$ cat src/hw/rtl/i2csrb_pkg.sv
// types and constants shared by the i2c slave register bridge
package i2csrb_pkg;

  typedef enum logic [2:0] {
    OP_ADDR_MATCH = 3'd0,
    OP_RX_BYTE    = 3'd1,
    OP_TX_READY   = 3'd2,
    OP_STOP       = 3'd3,
    OP_NACK       = 3'd4,
    OP_BUS_ERROR  = 3'd5,
    OP_SPURIOUS   = 3'd6
  } opcode_e;

  localparam logic [6:0] OWN_ADDRESS_RESET = 7'h33;
  localparam logic [7:0] DATA_FIRST_POS    = 8'd2;
  localparam logic [7:0] DATA_END_POS      = 8'd6;
  localparam logic [7:0] POS_MAX           = 8'd255;

  localparam int unsigned PADDR_W = 3;
  localparam logic REG_OWN_ADDRESS = 1'b0;

  typedef struct packed {
    logic [2:0]  opcode;
    logic [6:0]  matched_address;
    logic        direction_read;
    logic [7:0]  received_byte;
    logic [31:0] register_read_word;
  } event_t;

  typedef struct packed {
    logic        transmit_valid;
    logic [7:0]  transmit_byte;
    logic        read_strobe;
    logic        write_strobe;
    logic [15:0] register_address;
    logic [31:0] write_word;
    logic [15:0] error_total;
    logic [15:0] transfer_total;
  } result_t;

  typedef struct packed {
    logic advance;
  } stage_ctrl_t;

endpackage

$ cat src/hw/rtl/i2csrb_if.sv
// valid/ready channel interfaces for bus events and results
interface i2csrb_event_if;
  import i2csrb_pkg::*;
  logic   valid;
  logic   ready;
  event_t payload;
  modport source (output valid, output payload, input ready);
  modport sink (input valid, input payload, output ready);
endinterface

interface i2csrb_result_if;
  import i2csrb_pkg::*;
  logic    valid;
  logic    ready;
  result_t payload;
  modport source (output valid, output payload, input ready);
  modport sink (input valid, input payload, output ready);
endinterface

$ cat src/hw/rtl/i2csrb_apb_regs.sv
// apb configuration register holding the own slave address
module i2csrb_apb_regs (
  input  logic                         clk,
  input  logic                         rst,
  input  logic                         psel,
  input  logic                         penable,
  input  logic                         pwrite,
  input  logic [i2csrb_pkg::PADDR_W-1:0] paddr,
  input  logic [31:0]                  pwdata,
  output logic [31:0]                  prdata,
  output logic                         pready,
  output logic [6:0]                   own_address
);
  import i2csrb_pkg::*;

  logic wr_en;

  assign pready = 1'b1;
  assign wr_en  = psel && penable && pwrite && pready;

  always_ff @(posedge clk) begin
    if (rst) begin
      own_address <= OWN_ADDRESS_RESET;
    end else if (wr_en && paddr[PADDR_W-1] == REG_OWN_ADDRESS) begin
      own_address <= pwdata[6:0];
    end
  end

  always_comb begin
    prdata = '0;
    if (paddr[PADDR_W-1] == REG_OWN_ADDRESS) begin
      prdata = {25'd0, own_address};
    end
  end

endmodule

$ cat src/hw/rtl/i2csrb_in_stage.sv
// input register for incoming bus events
module i2csrb_in_stage (
  input  logic                    clk,
  input  logic                    rst,
  i2csrb_event_if.sink            bus_event,
  input  logic                    advance,
  output i2csrb_pkg::event_t      held,
  output logic                    held_valid
);
  import i2csrb_pkg::*;

  logic take;

  assign bus_event.ready = !held_valid || advance;
  assign take = bus_event.valid && bus_event.ready;

  always_ff @(posedge clk) begin
    if (rst) begin
      held_valid <= 1'b0;
    end else if (bus_event.ready) begin
      held_valid <= bus_event.valid;
    end
  end

  always_ff @(posedge clk) begin
    if (take) begin
      held <= bus_event.payload;
    end
  end

endmodule

$ cat src/hw/rtl/i2csrb_engine.sv
// transaction state, event decode and result register
module i2csrb_engine (
  input  logic                    clk,
  input  logic                    rst,
  input  logic [6:0]              own_address,
  input  i2csrb_pkg::event_t      held,
  input  logic                    held_valid,
  output i2csrb_pkg::stage_ctrl_t ctrl,
  i2csrb_result_if.source         result
);
  import i2csrb_pkg::*;

  logic [7:0]  byte_position, byte_position_next;
  logic        write_mode, write_mode_next;
  logic [15:0] address_accumulator, address_accumulator_next;
  logic [31:0] data_accumulator, data_accumulator_next;
  logic [31:0] transmit_word, transmit_word_next;
  logic [15:0] error_counter, error_counter_next;
  logic [15:0] transfer_counter, transfer_counter_next;
  result_t     res_next;
  logic        out_valid;
  logic        fire;
  logic [15:0] addr_base;
  logic [31:0] data_base;
  logic [1:0]  byte_sel;
  logic [7:0]  pos_adv;

  assign ctrl.advance = result.ready || !out_valid;
  assign fire         = held_valid && ctrl.advance;
  assign result.valid = out_valid;

  assign byte_sel = 2'(byte_position - DATA_FIRST_POS);
  assign pos_adv  = (byte_position < POS_MAX) ? byte_position + 8'd1 : byte_position;

  always_comb begin
    byte_position_next       = byte_position;
    write_mode_next          = write_mode;
    address_accumulator_next = address_accumulator;
    data_accumulator_next    = data_accumulator;
    transmit_word_next       = transmit_word;
    error_counter_next       = error_counter;
    transfer_counter_next    = transfer_counter;
    addr_base = (byte_position == 8'd0) ? 16'd0 : address_accumulator;
    data_base = (byte_position == 8'd0) ? 32'd0 : data_accumulator;
    res_next = '0;
    res_next.register_address = address_accumulator;
    res_next.write_word       = data_accumulator;
    case (held.opcode)
      OP_ADDR_MATCH: begin
        if (held.matched_address == own_address) begin
          write_mode_next = !held.direction_read;
        end else begin
          error_counter_next = error_counter + 16'd1;
        end
      end
      OP_RX_BYTE: begin
        address_accumulator_next = addr_base;
        data_accumulator_next    = data_base;
        if (byte_position == 8'd0) begin
          address_accumulator_next = addr_base | {held.received_byte, 8'd0};
        end else if (byte_position < DATA_FIRST_POS) begin
          address_accumulator_next = addr_base | {8'd0, held.received_byte};
        end else if (byte_position < DATA_END_POS) begin
          data_accumulator_next = data_base
                                  | (32'(held.received_byte) << {byte_sel, 3'b000});
        end
        byte_position_next = pos_adv;
      end
      OP_TX_READY: begin
        if (byte_position == DATA_FIRST_POS) begin
          transmit_word_next   = held.register_read_word;
          res_next.read_strobe = 1'b1;
        end
        if (byte_position >= DATA_FIRST_POS && byte_position < DATA_END_POS) begin
          res_next.transmit_byte = transmit_word_next[{byte_sel, 3'b000} +: 8];
        end
        res_next.transmit_valid = 1'b1;
        byte_position_next      = pos_adv;
      end
      OP_STOP: begin
        res_next.write_strobe    = write_mode;
        address_accumulator_next = '0;
        data_accumulator_next    = '0;
        transfer_counter_next    = transfer_counter + 16'd1;
        byte_position_next       = '0;
      end
      OP_NACK: begin
      end
      default: begin
        error_counter_next = error_counter + 16'd1;
      end
    endcase
    res_next.error_total    = error_counter_next;
    res_next.transfer_total = transfer_counter_next;
  end

  always_ff @(posedge clk) begin
    if (rst) begin
      byte_position       <= '0;
      write_mode          <= 1'b0;
      address_accumulator <= '0;
      data_accumulator    <= '0;
      transmit_word       <= '0;
      error_counter       <= '0;
      transfer_counter    <= '0;
      out_valid           <= 1'b0;
    end else begin
      if (ctrl.advance) begin
        out_valid <= held_valid;
      end
      if (fire) begin
        byte_position       <= byte_position_next;
        write_mode          <= write_mode_next;
        address_accumulator <= address_accumulator_next;
        data_accumulator    <= data_accumulator_next;
        transmit_word       <= transmit_word_next;
        error_counter       <= error_counter_next;
        transfer_counter    <= transfer_counter_next;
      end
    end
  end

  always_ff @(posedge clk) begin
    if (fire) begin
      result.payload <= res_next;
    end
  end

  a_read_is_transmit: assert property (@(posedge clk) disable iff (rst)
    out_valid && result.payload.read_strobe |-> result.payload.transmit_valid)
    else $error("read strobe without transmit");

  a_write_not_transmit: assert property (@(posedge clk) disable iff (rst)
    out_valid && result.payload.write_strobe |-> !result.payload.transmit_valid)
    else $error("write strobe on a transmit result");

  a_stop_clears_position: assert property (@(posedge clk) disable iff (rst)
    fire && held.opcode == OP_STOP |=> byte_position == 8'd0 && address_accumulator == 16'd0)
    else $error("stop left transaction state");

  a_position_monotonic: assert property (@(posedge clk) disable iff (rst)
    fire && held.opcode != OP_STOP |=> byte_position >= $past(byte_position))
    else $error("byte position went back without stop");

  a_state_holds_when_stalled: assert property (@(posedge clk) disable iff (rst)
    !fire |=> $stable(error_counter) && $stable(transfer_counter))
    else $error("counters moved without a transfer");

endmodule

$ cat src/hw/rtl/i2c_slave_register_bridge.sv
// top level of the i2c slave register bridge
// One bus event is taken per clock cycle unless the result side stalls, and gives
// exactly one result. An event passes an input register, is decoded against the
// transaction state and lands in a result register, where the result is held
// until the result side is ready; the state updates as the event enters the
// result register, which lets every event follow the previous one without a gap
// while the result side keeps up.
// The result side stalls the event side only when the result register is full
// and not taken. own_address sits at byte address 0 of the APB port.
module i2c_slave_register_bridge (
  input  logic                           clk,
  input  logic                           rst,
  input  logic                           psel,
  input  logic                           penable,
  input  logic                           pwrite,
  input  logic [i2csrb_pkg::PADDR_W-1:0] paddr,
  input  logic [31:0]                    pwdata,
  output logic [31:0]                    prdata,
  output logic                           pready,
  i2csrb_event_if.sink                   bus_event,
  i2csrb_result_if.source                result
);
  import i2csrb_pkg::*;

  logic [6:0]  own_address;
  event_t      held;
  logic        held_valid;
  stage_ctrl_t ctrl;

  i2csrb_apb_regs u_regs (
    .clk         (clk),
    .rst         (rst),
    .psel        (psel),
    .penable     (penable),
    .pwrite      (pwrite),
    .paddr       (paddr),
    .pwdata      (pwdata),
    .prdata      (prdata),
    .pready      (pready),
    .own_address (own_address)
  );

  i2csrb_in_stage u_in (
    .clk        (clk),
    .rst        (rst),
    .bus_event  (bus_event),
    .advance    (ctrl.advance),
    .held       (held),
    .held_valid (held_valid)
  );

  i2csrb_engine u_engine (
    .clk         (clk),
    .rst         (rst),
    .own_address (own_address),
    .held        (held),
    .held_valid  (held_valid),
    .ctrl        (ctrl),
    .result      (result)
  );

endmodule

$ cat src/flat_wrapper.sv
// flat-port wrapper written by rule: the top's interface ports become plain ports
module i2c_slave_register_bridge_flat import i2csrb_pkg::*;
  (clk, rst, psel, penable, pwrite, paddr, pwdata, prdata, pready, bus_event_valid, bus_event_payload, bus_event_ready, result_valid, result_payload, result_ready);
  i2csrb_event_if bus_event_i ();
  i2csrb_result_if result_i ();
  input  logic clk;
  input  logic rst;
  input  logic psel;
  input  logic penable;
  input  logic pwrite;
  input  logic [i2csrb_pkg::PADDR_W-1:0] paddr;
  input  logic [31:0] pwdata;
  output logic [31:0] prdata;
  output logic pready;
  input wire logic [$bits(bus_event_i.valid)-1:0] bus_event_valid;
  input wire logic [$bits(bus_event_i.payload)-1:0] bus_event_payload;
  output wire logic [$bits(bus_event_i.ready)-1:0] bus_event_ready;
  output wire logic [$bits(result_i.valid)-1:0] result_valid;
  output wire logic [$bits(result_i.payload)-1:0] result_payload;
  input wire logic [$bits(result_i.ready)-1:0] result_ready;
  assign bus_event_i.valid = bus_event_valid;
  assign bus_event_i.payload = bus_event_payload;
  assign bus_event_ready = bus_event_i.ready;
  assign result_valid = result_i.valid;
  assign result_payload = result_i.payload;
  assign result_i.ready = result_ready;
  i2c_slave_register_bridge u_core (.clk(clk), .rst(rst), .psel(psel), .penable(penable), .pwrite(pwrite), .paddr(paddr), .pwdata(pwdata), .prdata(prdata), .pready(pready), .bus_event(bus_event_i), .result(result_i));
endmodule
$ cat config.mk
export PLATFORM = sky130hd
export DESIGN_NAME = i2c_slave_register_bridge_flat
export DESIGN_NICKNAME = d
export VERILOG_FILES = /design/src/hw/rtl/i2csrb_pkg.sv /design/src/hw/rtl/i2csrb_if.sv /design/src/hw/rtl/i2csrb_apb_regs.sv /design/src/hw/rtl/i2csrb_in_stage.sv /design/src/hw/rtl/i2csrb_engine.sv /design/src/hw/rtl/i2c_slave_register_bridge.sv /design/src/flat_wrapper.sv
export SDC_FILE = /design/constraint.sdc
export NUM_CORES = 1
export LEC_CHECK = 0
export BUFFER_PORTS_ARGS = -buffer_cell sky130_fd_sc_hd__buf_2
export CORE_ASPECT_RATIO = 1.75
export CORE_MARGIN = 2
export CORE_UTILIZATION = 50
export CTS_CLUSTER_SIZE = 24
export DETAILED_ROUTE_END_ITERATION = 10
export PLACE_DENSITY = 0.76
export SETUP_SLACK_MARGIN = 0.05
export SLEW_MARGIN = 40
export SYNTH_ARGS = -nofsm -noshare
export SYNTH_HDL_FRONTEND = slang
export SYNTH_SLANG_ARGS = --single-unit
$ cat constraint.sdc
create_clock -name clk -period 6.77 [get_ports clk]
set_input_delay 0 -clock clk [delete_from_list [all_inputs] [get_ports clk]]
set_output_delay 0 -clock clk [all_outputs]
set_load 0.02 [all_outputs]
==> qor.yml, run 1 <==
status: "completed"
max_freq_mhz: 368
dr.first_iter.drc_count: 439
design.core.area_mm2: 0.0209
insertion_delay_ns: 0.52
diodes: 0
r2r_setup_slack_ns: 4.05
worstPathMaxFanout: 28
synthArstFlopShare: 0
ys_seq_area_frac: 0.642
dr.max_layer_used: "met4"
postSynthAreaPerCell_um2: 11.5
mappedNetlistArea_mm2: 0.0107
finalCriticalPeriod_ns: 2.72
synth_edf_count: 142
clockBufferDepth: 3
nNetsFinal: 1248
dpl.hpwl_um: 14500
skew_ns: 0.0106
fillers: 1577
syn_to_final_growth_pct: 22.9
tightestPinTransition_ns: 0.796
wl_met3_um: 1030
hold_slack_ns: 0.0759
hold_viol_final: 0
critPathSlowestCell: "dfxtp_1"
path_cells: "ha_1, nand2b_1, nor3_4, buf_4, mux2i_1, a22o_1, a2111oi_1"
slew_headroom: 0.469
critPathCaptureType: "flip-flop"
p_leak_nw: 4.90
cts-root-buf: "clkbuf_16"
post-route-period-util: 0.402
grt_pass1_vias: 7226
ys_seq_elements: 272
postSynthCellCount: 933
ys_types: 51
wl_met1_um: 8840
post_cts_buffers: 0
drive_gt1_frac: 0.196
wl_met2_um: 12300
vias: 7609
cts_inserted_buffers: 24
routedWlPerCell_um: 16.1
fin_cells: 1419
cp_top_family: "compound AO/OA/AOI/OAI gates"
clkTransAtPathRegs_ns: 0.07
finalWirelength_um: 22900
io_pins: 219
synthFlopType: "edfxtp_1"
drt.antenna.violating_nets: 0
hp-class: "input pin to flip-flop"
post_cts_resized: 0
die_x_um: 115
fp.dieArea_mm2: 0.0226
grt_pass1_wl_um: 36200
place_inst: 1315
fp-row-count: 70
cts_hold_buf: 61
place.gp.congestion: 0.821
clock_sinks: 272
grt_overflow: 0
pwr_density_cell_mw_per_mm2: 267
cap_violations: 0
critPathLaunchType: "flip-flop"
yosysMostFrequentCell: "edfxtp_1"
synth-warning-count: 0
track_usage: 0.199
critical_path_class: "flip-flop to flip-flop"
synth_area_leader_cell: "edfxtp_1"
setup_violations: 0
slew_viol_final: 0
grt_antenna_before_repair: 0
grt_max_degree: 85
die_y_um: 197
netlist_top_cells_count: "edfxtp_1, dfxtp_1, nand2_1"
worstPathBufferInverterCount: 1
synth_area_leaders: "edfxtp_1, dfxtp_1, a21oi_1, nand2_1, nor2_1"
cts_tree: "yes"
h-tree-depth: 1
grt_setup_unrepaired: "false"
peakVddDrop_mv: 0.235
power_w: 0.00351
firstDrtPassIters: 5
drcViolationCount: 0
finalSetupTns_ns: 0
synth_top_area_frac: 0.399
io_buffer_count: 165
cp.arrival_ns: 2.96
initial_core_util: 0.511
worstPathRequired_ns: 7.01
slowest_delay_ns: 0.53
via_per_inst: 5.36
## cell families after synthesis
family,after synthesis,share of synthesized area
muxes,30,0.0283
other,2,0.000703
AOI/OAI and AO/OA,157,0.0899
adders and majority gates,5,0.00585
DFF,272,0.642
xor gates and xnor gates,59,0.0483
and+or+nand+nor,320,0.142
buffers and inverters,88,0.0423
## layout make-up
type	count	area, um^2	area share
timing repair buffer	235	1510	0.115
tap	252	315	0.0240
clock inverter	14	218	0.0166
multi-input combinational	597	3480	0.265
clock buffer	29	671	0.0511
inverter	20	77.6	0.00591
sequential	272	6870	0.523
## flip-flops by register name (all words and copies together), names as in the netlist, 8 cells and up
signal and cells:
u_core.u_engine.byte_position 8, u_core.u_engine.result.payload 91, u_core.u_engine.transfer_counter 16, u_core.u_engine.address_accumulator 16, u_core.u_engine.data_accumulator 32, u_core.u_in.held 51
u_core.u_engine.transmit_word 32, u_core.u_engine.error_counter 16
## through the flow
stage | util | setup WS, ns | cell area, um^2
4_1_cts | 0.627 | 3.73 | 13100
2_1_floorplan | - | 2.94 | 10800
3_5_place_dp | 0.556 | 3.74 | 11600
5_1_grt | 0.628 | 3.86 | 13100
3_3_place_gp | 0.555 | 3.69 | 11600
6_report | 0.628 | 4.05 | 13100
## worst paths after layout
check | start | endpoint | cells past startpoint
min | rst | u_core.u_engine.result.valid | 3
max reg2reg | u_core.u_engine.byte_position[1] | u_core.u_engine.result.payload[87] | 7
max | u_core.u_engine.byte_position[1] | u_core.u_engine.result.payload[87] | 7
min reg2reg | u_core.u_engine.data_accumulator[1] | u_core.u_engine.result.payload[33] | 0
## metal layers
metal / up-vias / global-route usage
li1: 3706 / -
met1: 3612 / 0.231
met2: 247 / 0.374
met3: 44 / 0.0239
met4: 0 / 0.0696
met5: - / 0
## worst min-delay path: cells and delay by family
family,cells,cell delay (ns)
buffers and inverters,2,0.37
and+or+nand+nor,1,0.16
## cell usage in the layout (no fill, tap or decap), types with 26 or more instances in the layout
cell type and count:
buf_2 165, edfxtp_1 142, dfxtp_1 130, nand2_1 99
a21oi_1 94, nor2_1 88, dlygate4sd3_1 61, xnor2_1 34
mux2i_1 28, conb_1 26
## where the power goes
group          internal, W  total [W]  switching (W)
Clock             0.000902    0.00150       0.000602
Combinational    0.0000705   0.000193       0.000122
Sequential         0.00178    0.00181      0.0000289
Power figures use the tool's default switching activity.
==> inputs of run 2 (changes only) <==
--- a/config.mk
+++ b/config.mk
@@ -8,10 +8,10 @@
 export BUFFER_PORTS_ARGS = -buffer_cell sky130_fd_sc_hd__buf_2
 export CORE_ASPECT_RATIO = 1.75
 export CORE_MARGIN = 2
-export CORE_UTILIZATION = 50
+export CORE_UTILIZATION = 49
 export CTS_CLUSTER_SIZE = 24
 export DETAILED_ROUTE_END_ITERATION = 10
-export PLACE_DENSITY = 0.76
+export PLACE_DENSITY = 0.77
 export SETUP_SLACK_MARGIN = 0.05
 export SLEW_MARGIN = 40
 export SYNTH_ARGS = -nofsm -noshare
==> constraint.sdc (replaced) <==
create_clock -name clk -period 2.3 [get_ports clk]
set_input_delay 0 -clock clk [delete_from_list [all_inputs] [get_ports clk]]
set_output_delay 0 -clock clk [all_outputs]
set_load 0.02 [all_outputs]
==> qor.yml, run 2 (synthesized netlist as in run 1, its figures left out) <==
design.core.area_mm2: 0.0215
h-tree-depth: 1
switchingPower_w: 0.00227
grt_pass1_vias: 7481
drive_gt1_frac: 0.215
grt_overflow: 0
diodes: 0
post-place-ws_ns: 0.0784
vias: 7666
cts-root-buf: "clkbuf_16"
multiInputGateArea_mm2: 0.00350
place.gp.congestion: 0.818
post_cts_buffers: 0
timing.final.ws_setup_ns: 0.167
cts_inserted_buffers: 24
largest_reg_flops: 91
drt.antenna.violating_nets: 0
fp-row-count: 71
dpl.hpwl_um: 15300
tightestPinTransition_ns: 0.661
die_x_um: 116
regArea_mm2: 0.00687
routedWlPerCell_um: 15.8
fp.dieArea_mm2: 0.0231
grt_max_degree: 83
pwr_density_cell_mw_per_mm2: 767
setup_violations: 0
io_pins: 219
slew_viol_final: 0
syn_to_final_growth_pct: 25.8
cts_tree: "yes"
post-route-period-util: 0.927
skew_ns: 0.0239
cp.arrival_ns: 2.41
grt_setup_unrepaired: "false"
finalWirelength_um: 23500
clkTransAtPathRegs_ns: 0.07
p_comb_frac: 0.059
fillers: 1673
grt_pass1_wl_um: 36800
insertion_delay_ns: 0.53
p_leak_nw: 5.03
dr.first_iter.drc_count: 363
layout_commonest_cell: "buf_2"
hold_viol_final: 0
p_clk_frac: 0.426
critPathLaunchType: "flip-flop"
swShare: 0.220
clock_sinks: 272
io_buffer_count: 165
max_freq_mhz: 469
status: "completed"
nNetsFinal: 1272
critical_path_class: "flip-flop to flip-flop"
initial_core_util: 0.497
worstPathRequired_ns: 2.57
finalSetupTns_ns: 0
finalCriticalPeriod_ns: 2.13
drcViolationCount: 0
worstPathMaxFanout: 19
critPathCaptureType: "flip-flop"
via_per_inst: 5.17
grt_antenna_before_repair: 0
cap_violations: 0
largest-register: "u_core.u_engine.result.payload"
final_cell_mix: "buf_2, edfxtp_1, dfxtp_1, nand2_1, a21oi_1"
hp-class: "input pin to flip-flop"
reg_top3: "u_core.u_engine.result.payload: 91 flops, u_core.u_in.held: 51 flops"
peakVddDrop_mv: 0.713
slew_headroom: 0.559
clockBufferDepth: 3
track_usage: 0.200
power_w: 0.0103
firstDrtPassIters: 4
die_y_um: 199
pwr-share-seq: 0.515
p_int_w: 0.00805
==> run 2: cell count changes in the layout (fill, tap and decap cells not counted), moves of 2 or more <==
cell,before,now
a2111oi_2,1,3
nand2_1,99,101
nand2_2,2,0
clkinv_4,2,4
clkinv_2,2,0
buf_12,0,5
buf_4,8,25
clkinvlp_4,1,3
a2111oi_1,2,0
==> run 2: area by class of cell <==
cell class,instances,area share
Inverter,20,0.00595
Clock buffer,27,0.0470
Multi-Input combinational cell,597,0.260
Sequential cell,272,0.511
Timing Repair Buffer,259,0.131
Tap cell,292,0.0272
Clock inverter,17,0.0185
==> run 2: metrics by stage <==
step / hold WS, ns / cell area, um^2 / util / std cells
global route: 0.166 / 13400 / 0.626 / 1484
CTS: 0.139 / 13400 / 0.624 / 1484
global placement: 0.178 / 11900 / 0.554 / 1378
detailed placement: 0.178 / 11900 / 0.554 / 1378
floorplan: 0.0781 / 10800 / - / 957
finish: 0.170 / 13400 / 0.626 / 1484
==> run 2: metal layers <==
layer,wire (um),vias up,GRT usage
met1,8800,3585,0.226
li1,-,3773,-
met2,12700,249,0.374
met5,0,-,0
met3,1190,59,0.0264
met4,806,0,0.0816
==> run 2: path summary, 6_finish.rpt <==
check / from / to / slack, ns / cells past startpoint
setup / recovery: u_core.u_engine.byte_position[3] / u_core.u_engine.result.payload[84] / 0.17 / 6
hold / removal: bus_event_payload[4] / u_core.u_in.held[4] / 0.17 / 2
setup reg to reg: u_core.u_engine.byte_position[3] / u_core.u_engine.result.payload[84] / 0.17 / 6
hold reg to reg: u_core.u_engine.data_accumulator[10] / u_core.u_engine.result.payload[42] / 0.43 / 0
==> run 2: timing repair <==
item / CTS / global route
endpoints found under the hold margin: 61 / 0
endpoints found under the setup margin: 0 / 79
resized for setup: 0 / 8
hold buffers: 62 / 0
==> run 2: worst max-delay path: stages (launching register included) <==
cell and delay (ns):
dfxtp_1 0.32, or4_4 0.57, nor3_4 0.22, buf_12 0.21, and2b_1 0.20, a211oi_1 0.27, a2111oi_2 0.09
==> run 2: power groups by stage <==
stage / sequential [W] / clock [W] / combinational, W
after detailed placement: 0.00543 / 0 / 0.000520
after CTS: 0.00532 / 0.00449 / 0.000603
after global routing: 0.00533 / 0.00468 / 0.000656
after global placement: 0.00543 / 0 / 0.000513
final: 0.00532 / 0.00439 / 0.000608
after floorplan: 0.00549 / 0 / 0.000258
